==> src/sv/cdau_pkg.sv <==
// shared types, widths, constants and calendar tables for the date advance unit
package cdau_pkg;

    localparam int ADD_WIDTH  = 10;
    localparam int DAY_W      = 5;
    localparam int MON_W      = 4;
    localparam int YEAR_W     = 16;
    localparam int DOY_W      = 9;
    localparam int CFG_W      = 16;
    localparam int CFG_IDX_W  = 2;

    // working day count must hold a full month plus the largest advance
    localparam int DAY_SUM_W  = ((ADD_WIDTH > DAY_W) ? ADD_WIDTH : DAY_W) + 1;

    localparam int IN_BITS    = DAY_W + MON_W + YEAR_W + ADD_WIDTH;
    localparam int IN_DATA_W  = ((IN_BITS + 7) / 8) * 8;
    localparam int OUT_BITS   = DAY_W + MON_W + YEAR_W + DOY_W + 2;
    localparam int OUT_DATA_W = ((OUT_BITS + 7) / 8) * 8;

    // reciprocal for year / 100 on a 16-bit year: (y * 83887) >> 23, exact for all years
    localparam int            RECIP_W     = 17;
    localparam int            PROD_W      = YEAR_W + RECIP_W;
    localparam int            RECIP_SHIFT = 23;
    localparam int            QUOT_W      = PROD_W - RECIP_SHIFT;
    localparam logic [RECIP_W-1:0] RECIP_100 = 17'd83887;
    localparam logic [YEAR_W-1:0]  CENTURY   = 16'd100;

    localparam logic [MON_W-1:0]  MON_JAN = 4'd1;
    localparam logic [MON_W-1:0]  MON_FEB = 4'd2;
    localparam logic [MON_W-1:0]  MON_MAR = 4'd3;
    localparam logic [MON_W-1:0]  MON_DEC = 4'd12;

    localparam logic [DAY_W-1:0]  LEN_31 = 5'd31;
    localparam logic [DAY_W-1:0]  LEN_30 = 5'd30;
    localparam logic [DAY_W-1:0]  LEN_29 = 5'd29;
    localparam logic [DAY_W-1:0]  LEN_28 = 5'd28;
    localparam logic [DAY_W-1:0]  LEN_0  = 5'd0;

    localparam logic [DAY_W-1:0]  RST_DAY   = 5'd1;
    localparam logic [MON_W-1:0]  RST_MONTH = 4'd1;
    localparam logic [YEAR_W-1:0] RST_YEAR  = 16'd2000;

    // configuration register indexes
    localparam logic [CFG_IDX_W-1:0] REG_REF_DAY   = 2'd0;
    localparam logic [CFG_IDX_W-1:0] REG_REF_MONTH = 2'd1;
    localparam logic [CFG_IDX_W-1:0] REG_REF_YEAR  = 2'd2;

    // request kinds carried on tuser
    localparam logic ACT_LOAD    = 1'b0;
    localparam logic ACT_ADVANCE = 1'b1;

    typedef struct packed {
        logic leap;
        logic done;
    } leap_status_t;

    typedef struct packed {
        logic                 over;
        logic                 wrap;
        logic [DAY_W-1:0]     len;
        logic [DAY_SUM_W-1:0] day_next;
        logic [MON_W-1:0]     month_next;
    } month_step_t;

    // month length; out-of-range months have length zero
    function automatic logic [DAY_W-1:0] month_len(input logic [MON_W-1:0] month,
                                                   input logic leap);
        logic [DAY_W-1:0] len;
        begin
            case (month)
                4'd1, 4'd3, 4'd5, 4'd7, 4'd8, 4'd10, 4'd12: len = LEN_31;
                4'd4, 4'd6, 4'd9, 4'd11:                    len = LEN_30;
                4'd2:                                       len = leap ? LEN_29 : LEN_28;
                default:                                    len = LEN_0;
            endcase
            return len;
        end
    endfunction

    // days in the months before this one, february taken as 28
    function automatic logic [DOY_W-1:0] days_before(input logic [MON_W-1:0] month);
        logic [DOY_W-1:0] cum;
        begin
            case (month)
                4'd2:    cum = 9'd31;
                4'd3:    cum = 9'd59;
                4'd4:    cum = 9'd90;
                4'd5:    cum = 9'd120;
                4'd6:    cum = 9'd151;
                4'd7:    cum = 9'd181;
                4'd8:    cum = 9'd212;
                4'd9:    cum = 9'd243;
                4'd10:   cum = 9'd273;
                4'd11:   cum = 9'd304;
                4'd12:   cum = 9'd334;
                4'd13, 4'd14, 4'd15: cum = 9'd365;
                default: cum = 9'd0;
            endcase
            return cum;
        end
    endfunction

endpackage

==> src/sv/cdau_leap.sv <==
// two-stage leap year evaluator using a reciprocal multiply for the century test
module cdau_leap
(
    input  logic                        clk,
    input  logic                        rst_n,
    input  logic                        start,
    input  logic [cdau_pkg::YEAR_W-1:0] year,
    output cdau_pkg::leap_status_t      status
);

    logic [cdau_pkg::PROD_W-1:0] prod;
    logic [cdau_pkg::QUOT_W-1:0] quot_reg;
    logic [cdau_pkg::YEAR_W-1:0] year_reg;
    logic                        stage1_reg;
    logic [cdau_pkg::YEAR_W-1:0] cent_rem;
    logic                        leap_next;
    logic                        leap_reg;
    logic                        done_reg;

    assign prod = cdau_pkg::PROD_W'(year) * cdau_pkg::PROD_W'(cdau_pkg::RECIP_100);

    // remainder of year / 100, zero when the year is a century
    assign cent_rem  = year_reg - cdau_pkg::YEAR_W'(quot_reg) * cdau_pkg::CENTURY;
    assign leap_next = (year_reg[1:0] == 2'b00) &&
                       ((cent_rem != '0) || (quot_reg[1:0] == 2'b00));

    always_ff @(posedge clk)
    begin
        quot_reg <= prod[cdau_pkg::PROD_W-1:cdau_pkg::RECIP_SHIFT];
        year_reg <= year;
    end

    always_ff @(posedge clk or negedge rst_n)
    begin
        if (!rst_n)
        begin
            stage1_reg <= 1'b0;
            done_reg   <= 1'b0;
            leap_reg   <= 1'b1;
        end
        else
        begin
            stage1_reg <= start;
            done_reg   <= stage1_reg;
            if (stage1_reg)
            begin
                leap_reg <= leap_next;
            end
        end
    end

    assign status.leap = leap_reg;
    assign status.done = done_reg;

endmodule

==> src/sv/cdau_month.sv <==
// month stepping unit: compares the day count with the month length and carries
module cdau_month
(
    input  logic [cdau_pkg::DAY_SUM_W-1:0] day,
    input  logic [cdau_pkg::MON_W-1:0]     month,
    input  logic                           leap,
    output cdau_pkg::month_step_t          step
);

    logic [cdau_pkg::DAY_W-1:0] len;

    assign len = cdau_pkg::month_len(month, leap);

    always_comb
    begin
        step.len        = len;
        step.over       = day > cdau_pkg::DAY_SUM_W'(len);
        step.day_next   = day - cdau_pkg::DAY_SUM_W'(len);
        // december and the out-of-range codes above it roll into january
        step.wrap       = month >= cdau_pkg::MON_DEC;
        step.month_next = step.wrap ? cdau_pkg::MON_JAN : (month + 1'b1);
    end

endmodule

==> src/sv/calendar_date_advance_unit.sv <==
// top level of the gregorian date advance unit: sequencer, date state and result register
//
//  channel   dir  signals                      contents (low bit first)
//  s_*       in   s_tvalid/s_tready/s_tdata    load_day, load_month, load_year, days_to_add
//                 s_tuser                      action (0 load, 1 advance)
//  m_*       out  m_tvalid/m_tready/m_tdata    cur_day, cur_month, cur_year, day_of_year,
//                                              before_ref, equal_ref
//  cfg_*     in   cfg_we/cfg_index/cfg_data    0 ref_day, 1 ref_month, 2 ref_year
//
// a load passes through the leap evaluator and then the final step; an advance first adds
// the days, then passes through the leap evaluator and steps month by month to the final step
// the month stepping unit handles one month per cycle, except that each year carry reruns the
// two-stage leap evaluator before stepping goes on
// reset gives 1 january 2000 as both stored and reference date
// s_tready is high only while idle; the next request is taken while a result waits,
// and the sequencer holds its last step until the result register is free

module calendar_date_advance_unit
(
    input  logic                              clk,
    input  logic                              rst_n,

    input  logic                              s_tvalid,
    output logic                              s_tready,
    input  logic [cdau_pkg::IN_DATA_W-1:0]    s_tdata,   // load_day, load_month, load_year, days_to_add
    input  logic                              s_tuser,   // action

    output logic                              m_tvalid,
    input  logic                              m_tready,
    output logic [cdau_pkg::OUT_DATA_W-1:0]   m_tdata,   // cur_day, cur_month, cur_year,
                                                         // day_of_year, before_ref, equal_ref

    input  logic                              cfg_we,
    input  logic [cdau_pkg::CFG_IDX_W-1:0]    cfg_index,
    input  logic [cdau_pkg::CFG_W-1:0]        cfg_data
);

    typedef enum logic [3:0] {
        ST_IDLE = 4'b0001,
        ST_LEAP = 4'b0010,
        ST_STEP = 4'b0100,
        ST_DONE = 4'b1000
    } state_t;

    localparam int DW = cdau_pkg::DAY_W;
    localparam int MW = cdau_pkg::MON_W;
    localparam int YW = cdau_pkg::YEAR_W;
    localparam int AW = cdau_pkg::ADD_WIDTH;
    localparam int SW = cdau_pkg::DAY_SUM_W;

    state_t                state_reg;
    logic                  advance_reg;
    logic                  leap_go_reg;

    // date state; day is held wide while stepping, fits in five bits at rest
    logic [SW-1:0]         day_reg;
    logic [MW-1:0]         month_reg;
    logic [YW-1:0]         year_reg;

    logic [DW-1:0]         ref_day_reg;
    logic [MW-1:0]         ref_month_reg;
    logic [YW-1:0]         ref_year_reg;

    logic                          out_valid_reg;
    logic [cdau_pkg::OUT_DATA_W-1:0] out_data_reg;

    // request fields
    logic [DW-1:0]         in_day;
    logic [MW-1:0]         in_month;
    logic [YW-1:0]         in_year;
    logic [AW-1:0]         in_add;

    cdau_pkg::leap_status_t leap_status;
    cdau_pkg::month_step_t  step;

    logic                  req_take;
    logic                  out_free;
    logic [DW-1:0]         cur_day;
    logic [cdau_pkg::DOY_W-1:0] doy;
    logic                  before_ref;
    logic                  equal_ref;

    assign in_day   = s_tdata[DW-1:0];
    assign in_month = s_tdata[DW+MW-1:DW];
    assign in_year  = s_tdata[DW+MW+YW-1:DW+MW];
    assign in_add   = s_tdata[DW+MW+YW+AW-1:DW+MW+YW];

    assign s_tready = (state_reg == ST_IDLE);
    assign req_take = s_tvalid && s_tready;
    assign out_free = !out_valid_reg || m_tready;

    cdau_leap u_leap
    (
        .clk    (clk),
        .rst_n  (rst_n),
        .start  (leap_go_reg),
        .year   (year_reg),
        .status (leap_status)
    );

    cdau_month u_month
    (
        .day   (day_reg),
        .month (month_reg),
        .leap  (leap_status.leap),
        .step  (step)
    );

    // result fields from the settled date
    assign cur_day = day_reg[DW-1:0];
    assign doy     = cdau_pkg::days_before(month_reg)
                   + cdau_pkg::DOY_W'(leap_status.leap && (month_reg >= cdau_pkg::MON_MAR))
                   + cdau_pkg::DOY_W'(cur_day);

    assign equal_ref  = (year_reg == ref_year_reg) && (month_reg == ref_month_reg) &&
                        (cur_day == ref_day_reg);
    assign before_ref = (year_reg < ref_year_reg) ||
                        ((year_reg == ref_year_reg) && (month_reg < ref_month_reg)) ||
                        ((year_reg == ref_year_reg) && (month_reg == ref_month_reg) &&
                         (cur_day < ref_day_reg));

    // reference date registers
    always_ff @(posedge clk or negedge rst_n)
    begin
        if (!rst_n)
        begin
            ref_day_reg   <= cdau_pkg::RST_DAY;
            ref_month_reg <= cdau_pkg::RST_MONTH;
            ref_year_reg  <= cdau_pkg::RST_YEAR;
        end
        else if (cfg_we)
        begin
            unique case (cfg_index)
                cdau_pkg::REG_REF_DAY:   ref_day_reg   <= cfg_data[DW-1:0];
                cdau_pkg::REG_REF_MONTH: ref_month_reg <= cfg_data[MW-1:0];
                cdau_pkg::REG_REF_YEAR:  ref_year_reg  <= cfg_data[YW-1:0];
                default:                 ;
            endcase
        end
    end

    // sequencer and date state
    always_ff @(posedge clk or negedge rst_n)
    begin
        if (!rst_n)
        begin
            state_reg   <= ST_IDLE;
            advance_reg <= 1'b0;
            leap_go_reg <= 1'b0;
            day_reg     <= SW'(cdau_pkg::RST_DAY);
            month_reg   <= cdau_pkg::RST_MONTH;
            year_reg    <= cdau_pkg::RST_YEAR;
        end
        else
        begin
            leap_go_reg <= 1'b0;
            unique case (state_reg)
                ST_IDLE:
                begin
                    if (req_take)
                    begin
                        advance_reg <= (s_tuser == cdau_pkg::ACT_ADVANCE);
                        leap_go_reg <= 1'b1;
                        state_reg   <= ST_LEAP;
                        if (s_tuser == cdau_pkg::ACT_ADVANCE)
                        begin
                            day_reg <= day_reg + SW'(in_add);
                        end
                        else
                        begin
                            day_reg   <= SW'(in_day);
                            month_reg <= in_month;
                            year_reg  <= in_year;
                        end
                    end
                end
                ST_LEAP:
                begin
                    if (leap_status.done)
                    begin
                        state_reg <= advance_reg ? ST_STEP : ST_DONE;
                    end
                end
                ST_STEP:
                begin
                    if (step.over)
                    begin
                        day_reg   <= step.day_next;
                        month_reg <= step.month_next;
                        if (step.wrap)
                        begin
                            // new year: february length must be re-evaluated
                            year_reg    <= year_reg + 1'b1;
                            leap_go_reg <= 1'b1;
                            state_reg   <= ST_LEAP;
                        end
                    end
                    else
                    begin
                        state_reg <= ST_DONE;
                    end
                end
                ST_DONE:
                begin
                    if (out_free)
                    begin
                        state_reg <= ST_IDLE;
                    end
                end
                default:
                begin
                    state_reg <= ST_IDLE;
                end
            endcase
        end
    end

    // result register
    always_ff @(posedge clk or negedge rst_n)
    begin
        if (!rst_n)
        begin
            out_valid_reg <= 1'b0;
        end
        else if ((state_reg == ST_DONE) && out_free)
        begin
            out_valid_reg <= 1'b1;
        end
        else if (m_tready)
        begin
            out_valid_reg <= 1'b0;
        end
    end

    always_ff @(posedge clk)
    begin
        if ((state_reg == ST_DONE) && out_free)
        begin
            out_data_reg <= cdau_pkg::OUT_DATA_W'({equal_ref, before_ref, doy,
                                                  year_reg, month_reg, cur_day});
        end
    end

    assign m_tvalid = out_valid_reg;
    assign m_tdata  = out_data_reg;

    // leap results only arrive while the sequencer waits for them
    assert property (@(posedge clk) disable iff (!rst_n)
                     leap_status.done |-> (state_reg == ST_LEAP))
        else $error("leap result outside wait state");

    // at rest the stored day always fits a calendar day field
    assert property (@(posedge clk) disable iff (!rst_n)
                     (state_reg == ST_IDLE) |-> (day_reg <= SW'(31)))
        else $error("stored day not normalised");

    // a taken request closes the input until its result is issued
    assert property (@(posedge clk) disable iff (!rst_n)
                     req_take |=> !s_tready)
        else $error("request taken while busy");

    // a new result only appears from the final sequencer step
    assert property (@(posedge clk) disable iff (!rst_n)
                     $rose(out_valid_reg) |-> $past(state_reg == ST_DONE))
        else $error("result issued outside final step");

endmodule

==> config.mk <==
export PLATFORM = sky130hd
export DESIGN_NAME = calendar_date_advance_unit
export DESIGN_NICKNAME = d
export VERILOG_FILES = /design/src/sv/cdau_pkg.sv /design/src/sv/cdau_leap.sv /design/src/sv/cdau_month.sv /design/src/sv/calendar_date_advance_unit.sv
export SDC_FILE = /design/constraint.sdc
export NUM_CORES = 1
export LEC_CHECK = 0
export BUFFER_PORTS_ARGS = -buffer_cell sky130_fd_sc_hd__buf_2
export CAP_MARGIN = 20
export CORE_ASPECT_RATIO = 1.75
export CORE_MARGIN = 2
export CORE_UTILIZATION = 25
export DETAILED_ROUTE_END_ITERATION = 6
export PLACE_DENSITY = 0.5
export SLEW_MARGIN = 20
export SYNTH_ARGS = -nofsm -noshare
export SYNTH_HDL_FRONTEND = slang
export SYNTH_HIERARCHICAL = 1
export SYNTH_SLANG_ARGS = --single-unit
==> constraint.sdc <==
create_clock -name clk -period 8.1 [get_ports clk]
set_input_delay 0.405 -clock clk [delete_from_list [all_inputs] [get_ports clk]]
set_output_delay 0.405 -clock clk [all_outputs]
set_load 0.1 [all_outputs]
# Yosys cells after proc, flatten, opt, wreduce, memory -nomap -nowiden
# Memories as Yosys holds them, arrays and structs flattened.
# Index checks and enable logic that the tools add are counted.
dict set report totals {
  reg_bits 128
  mem_bits_ro 144
  input_bits 64
  output_inout_bits 42
  word_cells 118
  n_memories 1
}
dict set report op_classes {
  add_sub_neg 7
  n_mul 2
  magnitude_cmp 6
  n_eq_ne 28
  mux 29
  reduce_logical 29
}
# name words word_bits read_ports rd_clocked_by_memory_dff write_ports line
set memory_table {}
lappend memory_table {{(name not given)} 16 9 1 0 0 cdau_pkg.sv:84} ;# case (month)
# cell count
set op_table {}
lappend op_table {{$mux W16} 4}
lappend op_table {{$mux W4} 10}
lappend op_table {{$mul A16 B17 Y33 const B} 1}
lappend op_table {{$mux W11} 3}
lappend op_table {{$pmux W16 S2} 1}
lappend op_table {{$eq A4 B4 Y1 const B} 6}
lappend op_table {{$pmux W11 S2} 1}
lappend op_table {{$eq A4 B3 Y1 const B} 5}
lappend op_table {{$add A16 B1 Y16 const B} 1}
lappend op_table {{$eq A16 B16 Y1} 1}
lappend op_table {{$lt A16 B16 Y1} 1}
lappend op_table {{$pmux W4 S4} 1}
lappend op_table {{$reduce_bool A16 Y1} 1}
lappend op_table {{$sub A16 B16 Y16} 1}
lappend op_table {{$pmux W5 S3} 1}
lappend op_table {{$mul A10 B5 Y14 const B} 1}
lappend op_table {{$eq A4 B2 Y1 const B} 3}
lappend op_table {{$add A11 B10 Y11} 1}
lappend op_table {{$gt A11 B5 Y1} 1}
lappend op_table {{$sub A11 B5 Y11} 1}
lappend op_table {{$add A9 B1 Y9} 1}
lappend op_table {{$add A9 B5 Y9} 1}
lappend op_table {{$eq A4 B1 Y1 const B} 2}
lappend op_table {{$logic_and A1 B1 Y1} 8}
lappend op_table {{25 further kinds} 44}

# Logic depth before layout (Yosys ltp)
# Gate-level depths: netlist of the first run.
dict set report logic_depth {
  depth_word 6
  mapped_depth 21
  mapped_depth_nobuf 21
}

# By module
# Netlist of the first run, hierarchy kept.
# mod n_inst cells_each area_per_inst_um2
set by_module_without_submodules {}
lappend by_module_without_submodules {cdau_leap 1 690 6772.7}
lappend by_module_without_submodules {calendar_date_advance_unit 1 539 5664.2}
lappend by_module_without_submodules {cdau_month 1 71 506.7}

# Worst setup path after synthesis of the first run
# OpenSTA, ideal clock, no wires.
dict set report synth_timing {
  path_type {reg-to-reg}
  start {register year_reg[14] (netlist name)}
  end {register u_leap/quot_reg[9] in the netlist's numbering}
  t_arrival_ps 5612
  required_time_ps 8009
  setup_slack_ps 2397
  stages_incl_launch_ff 20
  n_path_buf 0
  period_less_slack_ps 5703
  path_cell_list {dfrtp_1 inv_1 fa_1 fa_1 inv_1 fa_1 fa_1 fa_1 inv_1 fa_1 inv_1 ha_1 inv_1 nor4_4 nand2_2 nor4b_4 o2111ai_2 a31oi_2 nor4_1 a311oi_1}
}
# item line
set synth_lines {}
lappend synth_lines {{end signal: assignment} cdau_leap.sv:29} ;# quot_reg <= prod[cdau_pkg::PROD_W-1:cdau_pkg::RECIP_SHIFT];
lappend synth_lines {{end: declaration} cdau_leap.sv:12} ;# logic [cdau_pkg::QUOT_W-1:0] quot_reg;

==> impl_metrics.ini, run 1 <==
[timing]
clock_skew_ns = 0.0195
fin_ws_ns = 1.56
post-route-period-util = 0.808
min_period_ns = 6.54
rsz0062_at_grt = false
maxSlewHeadroom = 0.371
worst_pin_slew_ns = 0.944
finalSetupTns_ns = 0
fmax_ghz = 0.153
hold_viol_final = 0
finalSetupViolCount = 0
slew_violations = 0

[place]
place_ws_ns = 1.55
dp_hpwl_um = 28300
finalWeightedCongestion = 0.874
dpl-instance-area_sq_mm = 0.0142
port_buffers = 96

[setup_path]
critPathBufInv = 5
crit_family = adder cells
path_max_fanout = 11
arrival_ns = 6.88
crit_path_frequent_cell = fa_1
critPathSlowestCell = dfrtp_1
slowest_delay_ns = 0.74
crit_type = register to register
rrSetupSlack_ns = 1.56
cp.required_ns = 8.44
crit_chain = inv_1 -> fa_1 -> fa_1 -> inv_1 -> fa_1 -> fa_1 -> fa_1 -> inv_1 -> fa_1 -> inv_1 -> ha_1 -> inv_1 -> nor4_4 -> nand2_2 -> nor4b_4 -> o2111ai_2 -> a31oi_2 -> nor4_1 -> a311oi_1
startpoint_type = register
cp-end-kind = register

[run]
max_cap_violations = 0

[clock_network]
cts_setup_buffers = 0
cts_tree = built
cts_root_buffer = clkbuf_16
cts_hold_buf = 0
path_clk_slew_ns = 0.06
cts_resized = 0
cts_buffer_depth = 2
insertion_delay_ns = 0.43
cts_made_buffers = 17
clkSinkCount = 128
h-tree-depth = 4

[cells_and_area]
fin_area_sq_mm = 0.0148
area.growth.synth_to_final_pct = 14.4
fillCellCount = 5381
largest_reg_flops = 36
final_nets = 1806
antenna-diode-count = 0
drive_gt1_frac = 0.142

[global_routing]
grt_pass1_wl_um = 54100
grt_pass1_vias = 10100
antenna_found_initial = 3
grt_usage = 0.132
grt_start_max_net_pins = 67
overflow = 0

[floorplan]
initial_core_util = 0.252
die_area_sq_mm = 0.0536
dieWidth_um = 176
fp-row-count = 110
core_sq_mm = 0.0513
fp.dieH_um = 305
pin_count = 106

[yosys]
synthCells = 1297
synth_warnings = 6
netlist_area_sq_mm = 0.0129
syn_area_per_cell_sq_um = 9.97

[route]
ant_nets = 0
drc = 0
drtIter0Drc = 330
drtPass1Iterations = 4
vias = 9436
wl_um = 34000
wl_per_cell_um = 16.3
post_drt_via_cell_ratio = 4.53

[min_path]
hp-class = input port to asynchronous set/reset pin

[status]
status = finished clean
-- layout by cell type (no fill, tap or decap), types with 10 or more instances in the layout --
cell and count:
dfstp_2 18, nor2_1 47, o21ai_0 47, nor3_1 18, xnor2_1 24, mux2_2 22, ha_1 237, a31oi_1 10
dfxtp_1 26, fa_1 106, inv_1 241, nand2_1 82, clkbuf_16 17, dfrtp_1 48, nand3_1 26, buf_2 95
o22ai_1 10, edfxtp_1 36, xor2_1 20, a21o_1 10, nand2b_1 12, a21oi_1 77
-- per-layer routing --
metal,GRT usage,vias up,share of wire
li1,-,4618,-
met1,0.136,4594,0.37
met2,0.260,169,0.57
met3,0.0140,51,0.024
met4,0.0588,4,0.039
met5,0,-,0.00080
-- cell type report --
cell class	count	area, sq um	share of cell area
Clock buffer	19	433	0.0293
Clock inverter	13	133	0.00897
Inverter	241	905	0.0612
Multi-Input combinational cell	906	8630	0.584
Sequential cell	128	3280	0.222
Tap cell	672	841	0.0569
Timing Repair Buffer	105	563	0.0381
-- worst paths after layout --
path / start / endpoint / depth (start not counted)
max reg2reg: year_reg[14]$_DFFE_PN0P_ / u_leap/quot_reg[9]$_DFF_P_ / 19
min reg2reg: leap_go_reg$_DFF_PN0_ / u_leap/stage1_reg$_DFF_PN0_ / 0
min in group clk: cfg_data[15] / ref_year_reg[15]$_DFFE_PN0P_ / 2
max in group asynchronous: rst_n / day_reg[7]$_DFFE_PN0P_ / 1
min: rst_n / ref_day_reg[4]$_DFFE_PN0P_ / 1
max: year_reg[14]$_DFFE_PN0P_ / u_leap/quot_reg[9]$_DFF_P_ / 19
-- stage by stage --
step | util | cells | hold slack (ns)
floorplan | - | 1300 | 0.109
finish | 0.288 | 2084 | 0.0747
global placement | 0.277 | 2051 | 0.342
global route | 0.288 | 2084 | 0.146
detailed placement | 0.277 | 2051 | 0.342
CTS | 0.288 | 2083 | 0.118
-- worst reg2reg max path, cell delays in order, from the launching register on --
cell	delay, ns
dfrtp_1	0.74
inv_1	0.18
fa_1	0.61
fa_1	0.59
inv_1	0.06
fa_1	0.53
fa_1	0.54
fa_1	0.56
inv_1	0.06
fa_1	0.53
inv_1	0.04
ha_1	0.28
inv_1	0.07
nor4_4	0.37
nand2_2	0.13
nor4b_4	0.39
o2111ai_2	0.19
a31oi_2	0.26
nor4_1	0.08
a311oi_1	0.23
Power of run 1 is not shown: default switching activity piles up to over one toggle a cycle in this logic, so the estimate is an artifact.
==> run 2, diff against run 1 <==
ABC_AREA = 1   (was default)
PLACE_DENSITY = 0.51   (was 0.5)
clock period = 5.94 ns   (was 8.1 ns; I/O delays follow)
==> impl_metrics.ini, run 2 <==
[setup_path]
crit_path_frequent_cell = fa_1
crit_family = adder cells
arrival_ns = 5.85
critPathSlowestCell = dfstp_2
cp-end-kind = register
critPathBufInv = 4
crit_type = register to register
path_max_fanout = 9
startpoint_type = register
slowest_delay_ns = 0.67
crit_chain = fa_1 -> inv_1 -> fa_1 -> inv_1 -> fa_1 -> fa_1 -> fa_1 -> inv_1 -> fa_1 -> inv_1 -> ha_1 -> nand2_1 -> o21ai_0 -> nand2_1 -> a21boi_2 -> nor3_1 -> o21ai_1 -> xor2_1
cp.required_ns = 6.33

[floorplan]
fp.dieH_um = 320
fp-row-count = 115
initial_core_util = 0.253
dieWidth_um = 184
die_area_sq_mm = 0.0590
core_sq_mm = 0.0563
pin_count = 106

[route]
wl_um = 42200
vias = 11800
post_drt_via_cell_ratio = 4.39
drc = 0
ant_nets = 0
drtPass1Iterations = 5
drtIter0Drc = 357
wl_per_cell_um = 15.6

[timing]
post-route-period-util = 0.919
hold_viol_final = 0
slew_violations = 0
clock_skew_ns = 0.00831
finalSetupTns_ns = 0
min_period_ns = 5.46
finalSetupViolCount = 0
fmax_ghz = 0.183
maxSlewHeadroom = 0.383
rsz0062_at_grt = false
worst_pin_slew_ns = 0.926

[clock_network]
h-tree-depth = 4
cts_buffer_depth = 2
cts_tree = built
path_clk_slew_ns = 0.06
insertion_delay_ns = 0.46
cts_root_buffer = clkbuf_16
cts_made_buffers = 17
clkSinkCount = 128

[cells_and_area]
largest_reg_flops = 36
area.growth.synth_to_final_pct = 14.9
final_nets = 2332
drive_gt1_frac = 0.111
final-seq-area_sq_mm = 0.00328
final_common_cell = nand2_1
layout_common_cells = 410 x nand2_1, 362 x inv_1, 237 x ha_1
multi_input_area_sq_mm = 0.00945
fillCellCount = 6108

[place]
port_buffers = 96
dp_hpwl_um = 36100
finalWeightedCongestion = 0.909

[global_routing]
grt_usage = 0.149
overflow = 0
antenna_found_initial = 7
grt_pass1_wl_um = 66400
grt_start_max_net_pins = 67
grt_pass1_vias = 12800

[run]
max_cap_violations = 0

[status]
status = finished clean

[yosys]
syn_area_per_cell_sq_um = 7.91
netlist_area_sq_mm = 0.0142
synth_warnings = 6
synthCells = 1802

[min_path]
hp-class = input port to register
## run 2: routing by layer
metal,wire length [um],part of all wire,track usage,vias up
met5,67,0.0016,0,-
met4,2070,0.049,0.0807,12
met3,1220,0.029,0.0248,101
met2,24900,0.59,0.312,205
met1,13900,0.33,0.128,5561
li1,-,-,-,5962
## run 2: path summary, 6_finish.rpt
path / startpoint / to / slack (ns) / cells after the start
worst max-delay path: year_reg[4]$_DFFE_PN1P_ / u_leap/quot_reg[4]$_DFF_P_ / 0.48 / 18
worst min-delay path: cfg_data[8] / ref_year_reg[8]$_DFFE_PN1P_ / 0.09 / 3
worst max register to register: year_reg[4]$_DFFE_PN1P_ / u_leap/quot_reg[4]$_DFF_P_ / 0.48 / 18
worst min register to register: leap_go_reg$_DFF_PN0_ / u_leap/stage1_reg$_DFF_PN0_ / 0.36 / 0
max in group asynchronous: rst_n / ref_year_reg[11]$_DFFE_PN0P_ / 4.81 / 2
min in group asynchronous: rst_n / day_reg[7]$_DFFE_PN0P_ / 0.51 / 2
## run 2: tightest hold or removal path: cells and delay by family
family	cells	cell delay, ns
buf+inv	1	0.10
simple gates	1	0.10
compound gates	1	0.05
## run 2: final cells by class
class,count,area share
Sequential cell,128,0.200
Tap cell,760,0.0581
Multi-Input combinational cell,1288,0.578
Timing Repair Buffer,121,0.0419
Clock buffer,23,0.0318
Antenna cell,1,0.000153
Clock inverter,9,0.00566
Inverter,369,0.0846
## run 2: timing repair
action	4_1_cts	5_1_grt
hold buffers	1	0
buffers inserted	0	0
endpoints found under the hold margin	11	0
resized for setup	0	0
## run 2: through the flow
step	cell area, sq um	utilization	instances	setup slack [ns]	hold WS (ns)
6_report	16400	0.291	2699	0.481	0.0938
5_1_grt	16400	0.291	2698	0.218	0.0950
4_1_cts	16300	0.291	2697	0.433	0.0808
3_5_place_dp	15700	0.279	2664	0.423	0.340
3_3_place_gp	15700	0.279	2664	0.471	0.338
2_1_floorplan	14300	-	1805	0.831	0.00141
Power of run 2 is left out for the same reason.
==> run 3, diff against run 2 <==
CTS_CLUSTER_DIAMETER = 120   (was default)
PLACE_DENSITY = 0.53   (was 0.51)
==> impl_metrics.ini, run 3 (same netlist as run 2, synthesis figures left out) <==
[place]
place_ws_ns = 0.502
dp_hpwl_um = 35500
port_buffers = 96
finalWeightedCongestion = 0.926

[setup_path]
crit_type = register to register
slowest_delay_ns = 0.65
critPathBufInv = 4
crit_path_frequent_cell = fa_1
startpoint_type = register
cp.required_ns = 6.30
cp-end-kind = register
crit_family = adder cells
critPathSlowestCell = dfstp_2
crit_chain = fa_1 -> inv_1 -> fa_1 -> inv_1 -> fa_1 -> fa_1 -> fa_1 -> inv_1 -> fa_1 -> inv_1 -> ha_1 -> nand2_1 -> o21ai_0 -> nand2_1 -> a21boi_2 -> nor3_1 -> o21ai_1 -> xor2_1
path_max_fanout = 7
arrival_ns = 5.81

[clock_network]
cts_tree = built
cts_made_buffers = 17
insertion_delay_ns = 0.44
cts_hold_buf = 0
path_clk_slew_ns = 0.06
cts_resized = 0
cts_buffer_depth = 2
cts_setup_buffers = 0
h-tree-depth = 4
cts_root_buffer = clkbuf_16
clkSinkCount = 128

[timing]
slew_violations = 0
post-route-period-util = 0.917
timing.hold.ws_ns = -0.0309
clock_skew_ns = 0.0163
finalSetupViolCount = 0
fin_ws_ns = 0.492
finalSetupTns_ns = 0
worst_pin_slew_ns = 0.926
fmax_ghz = 0.184
min_period_ns = 5.45
rsz0062_at_grt = false
maxSlewHeadroom = 0.383
hold_viol_final = 10

[floorplan]
fp-row-count = 115
initial_core_util = 0.253
fp.dieH_um = 320
pin_count = 106
die_area_sq_mm = 0.0590
core_sq_mm = 0.0563
dieWidth_um = 184

[global_routing]
grt_start_max_net_pins = 67
grt_pass1_vias = 12600
grt_usage = 0.146
overflow = 0
antenna_found_initial = 3
grt_pass1_wl_um = 65600

[route]
wl_per_cell_um = 15.4
drtIter0Drc = 470
post_drt_via_cell_ratio = 4.42
drtPass1Iterations = 5
ant_nets = 0
drc = 0
vias = 11900
wl_um = 41600

[cells_and_area]
drive_gt1_frac = 0.109
area.growth.synth_to_final_pct = 14.5
fillCellCount = 6072
multi_input_area_sq_mm = 0.00945
largest_reg_flops = 36
final-seq-area_sq_mm = 0.00328
antenna-diode-count = 0
final_nets = 2330
final_common_cell = nand2_1
layout_common_cells = 410 x nand2_1, 362 x inv_1, 237 x ha_1

[min_path]
hp-class = input port to asynchronous set/reset pin

[status]
status = complete, but fails checks
violations = hold timing

[run]
max_cap_violations = 0
[run 3: cell count changes in the layout (fill, tap and decap cells not counted), sizes merged]
cell	previous run	this run
buf	120	119
clkinv	5	3
bufinv	1	0
diode	1	0
clkbuf	23	26
dlygate4sd3	1	0
[run 3: stage by stage]
stage	cells	hold slack, ns	utilization	area, sq um
finish	2696	-0.0309	0.290	16300
global route	2696	0.0364	0.290	16300
CTS	2695	0.00718	0.290	16300
detailed placement	2663	0.340	0.279	15700
global placement	2663	0.339	0.279	15700
floorplan	1805	0.00141	-	14300
[run 3: worst paths after layout]
check | start | end | slack, ns | cells after the start
max in group asynchronous | rst_n | ref_day_reg[3]$_DFFE_PN0P_ | 5.33 | 1
worst max-delay path | year_reg[6]$_DFFE_PN1P_ | u_leap/quot_reg[4]$_DFF_P_ | 0.49 | 18
worst min register to register | leap_go_reg$_DFF_PN0_ | u_leap/stage1_reg$_DFF_PN0_ | 0.35 | 0
worst min-delay path | rst_n | day_reg[9]$_DFFE_PN0P_ | -0.03 | 1
min in group clk | cfg_data[6] | ref_year_reg[6]$_DFFE_PN1P_ | 0.10 | 3
worst max register to register | year_reg[6]$_DFFE_PN1P_ | u_leap/quot_reg[4]$_DFF_P_ | 0.49 | 18
[run 3: routing by layer]
layer,wire length (um),GRT usage,up-vias
li1,-,-,5956
met1,14000,0.132,5634
met2,24100,0.299,225
met3,1240,0.0208,88
met4,2220,0.0807,2
met5,11,0,-
[run 3: area by class of cell]
cell class              count  area share
clock buffers              26      0.0334
clock inverters             6     0.00253
inverters                 369      0.0849
multi-input cells        1288       0.579
flip-flops and latches    128       0.201
well taps                 760      0.0583
repair buffers            119      0.0409
Power of run 3 is left out for the same reason.
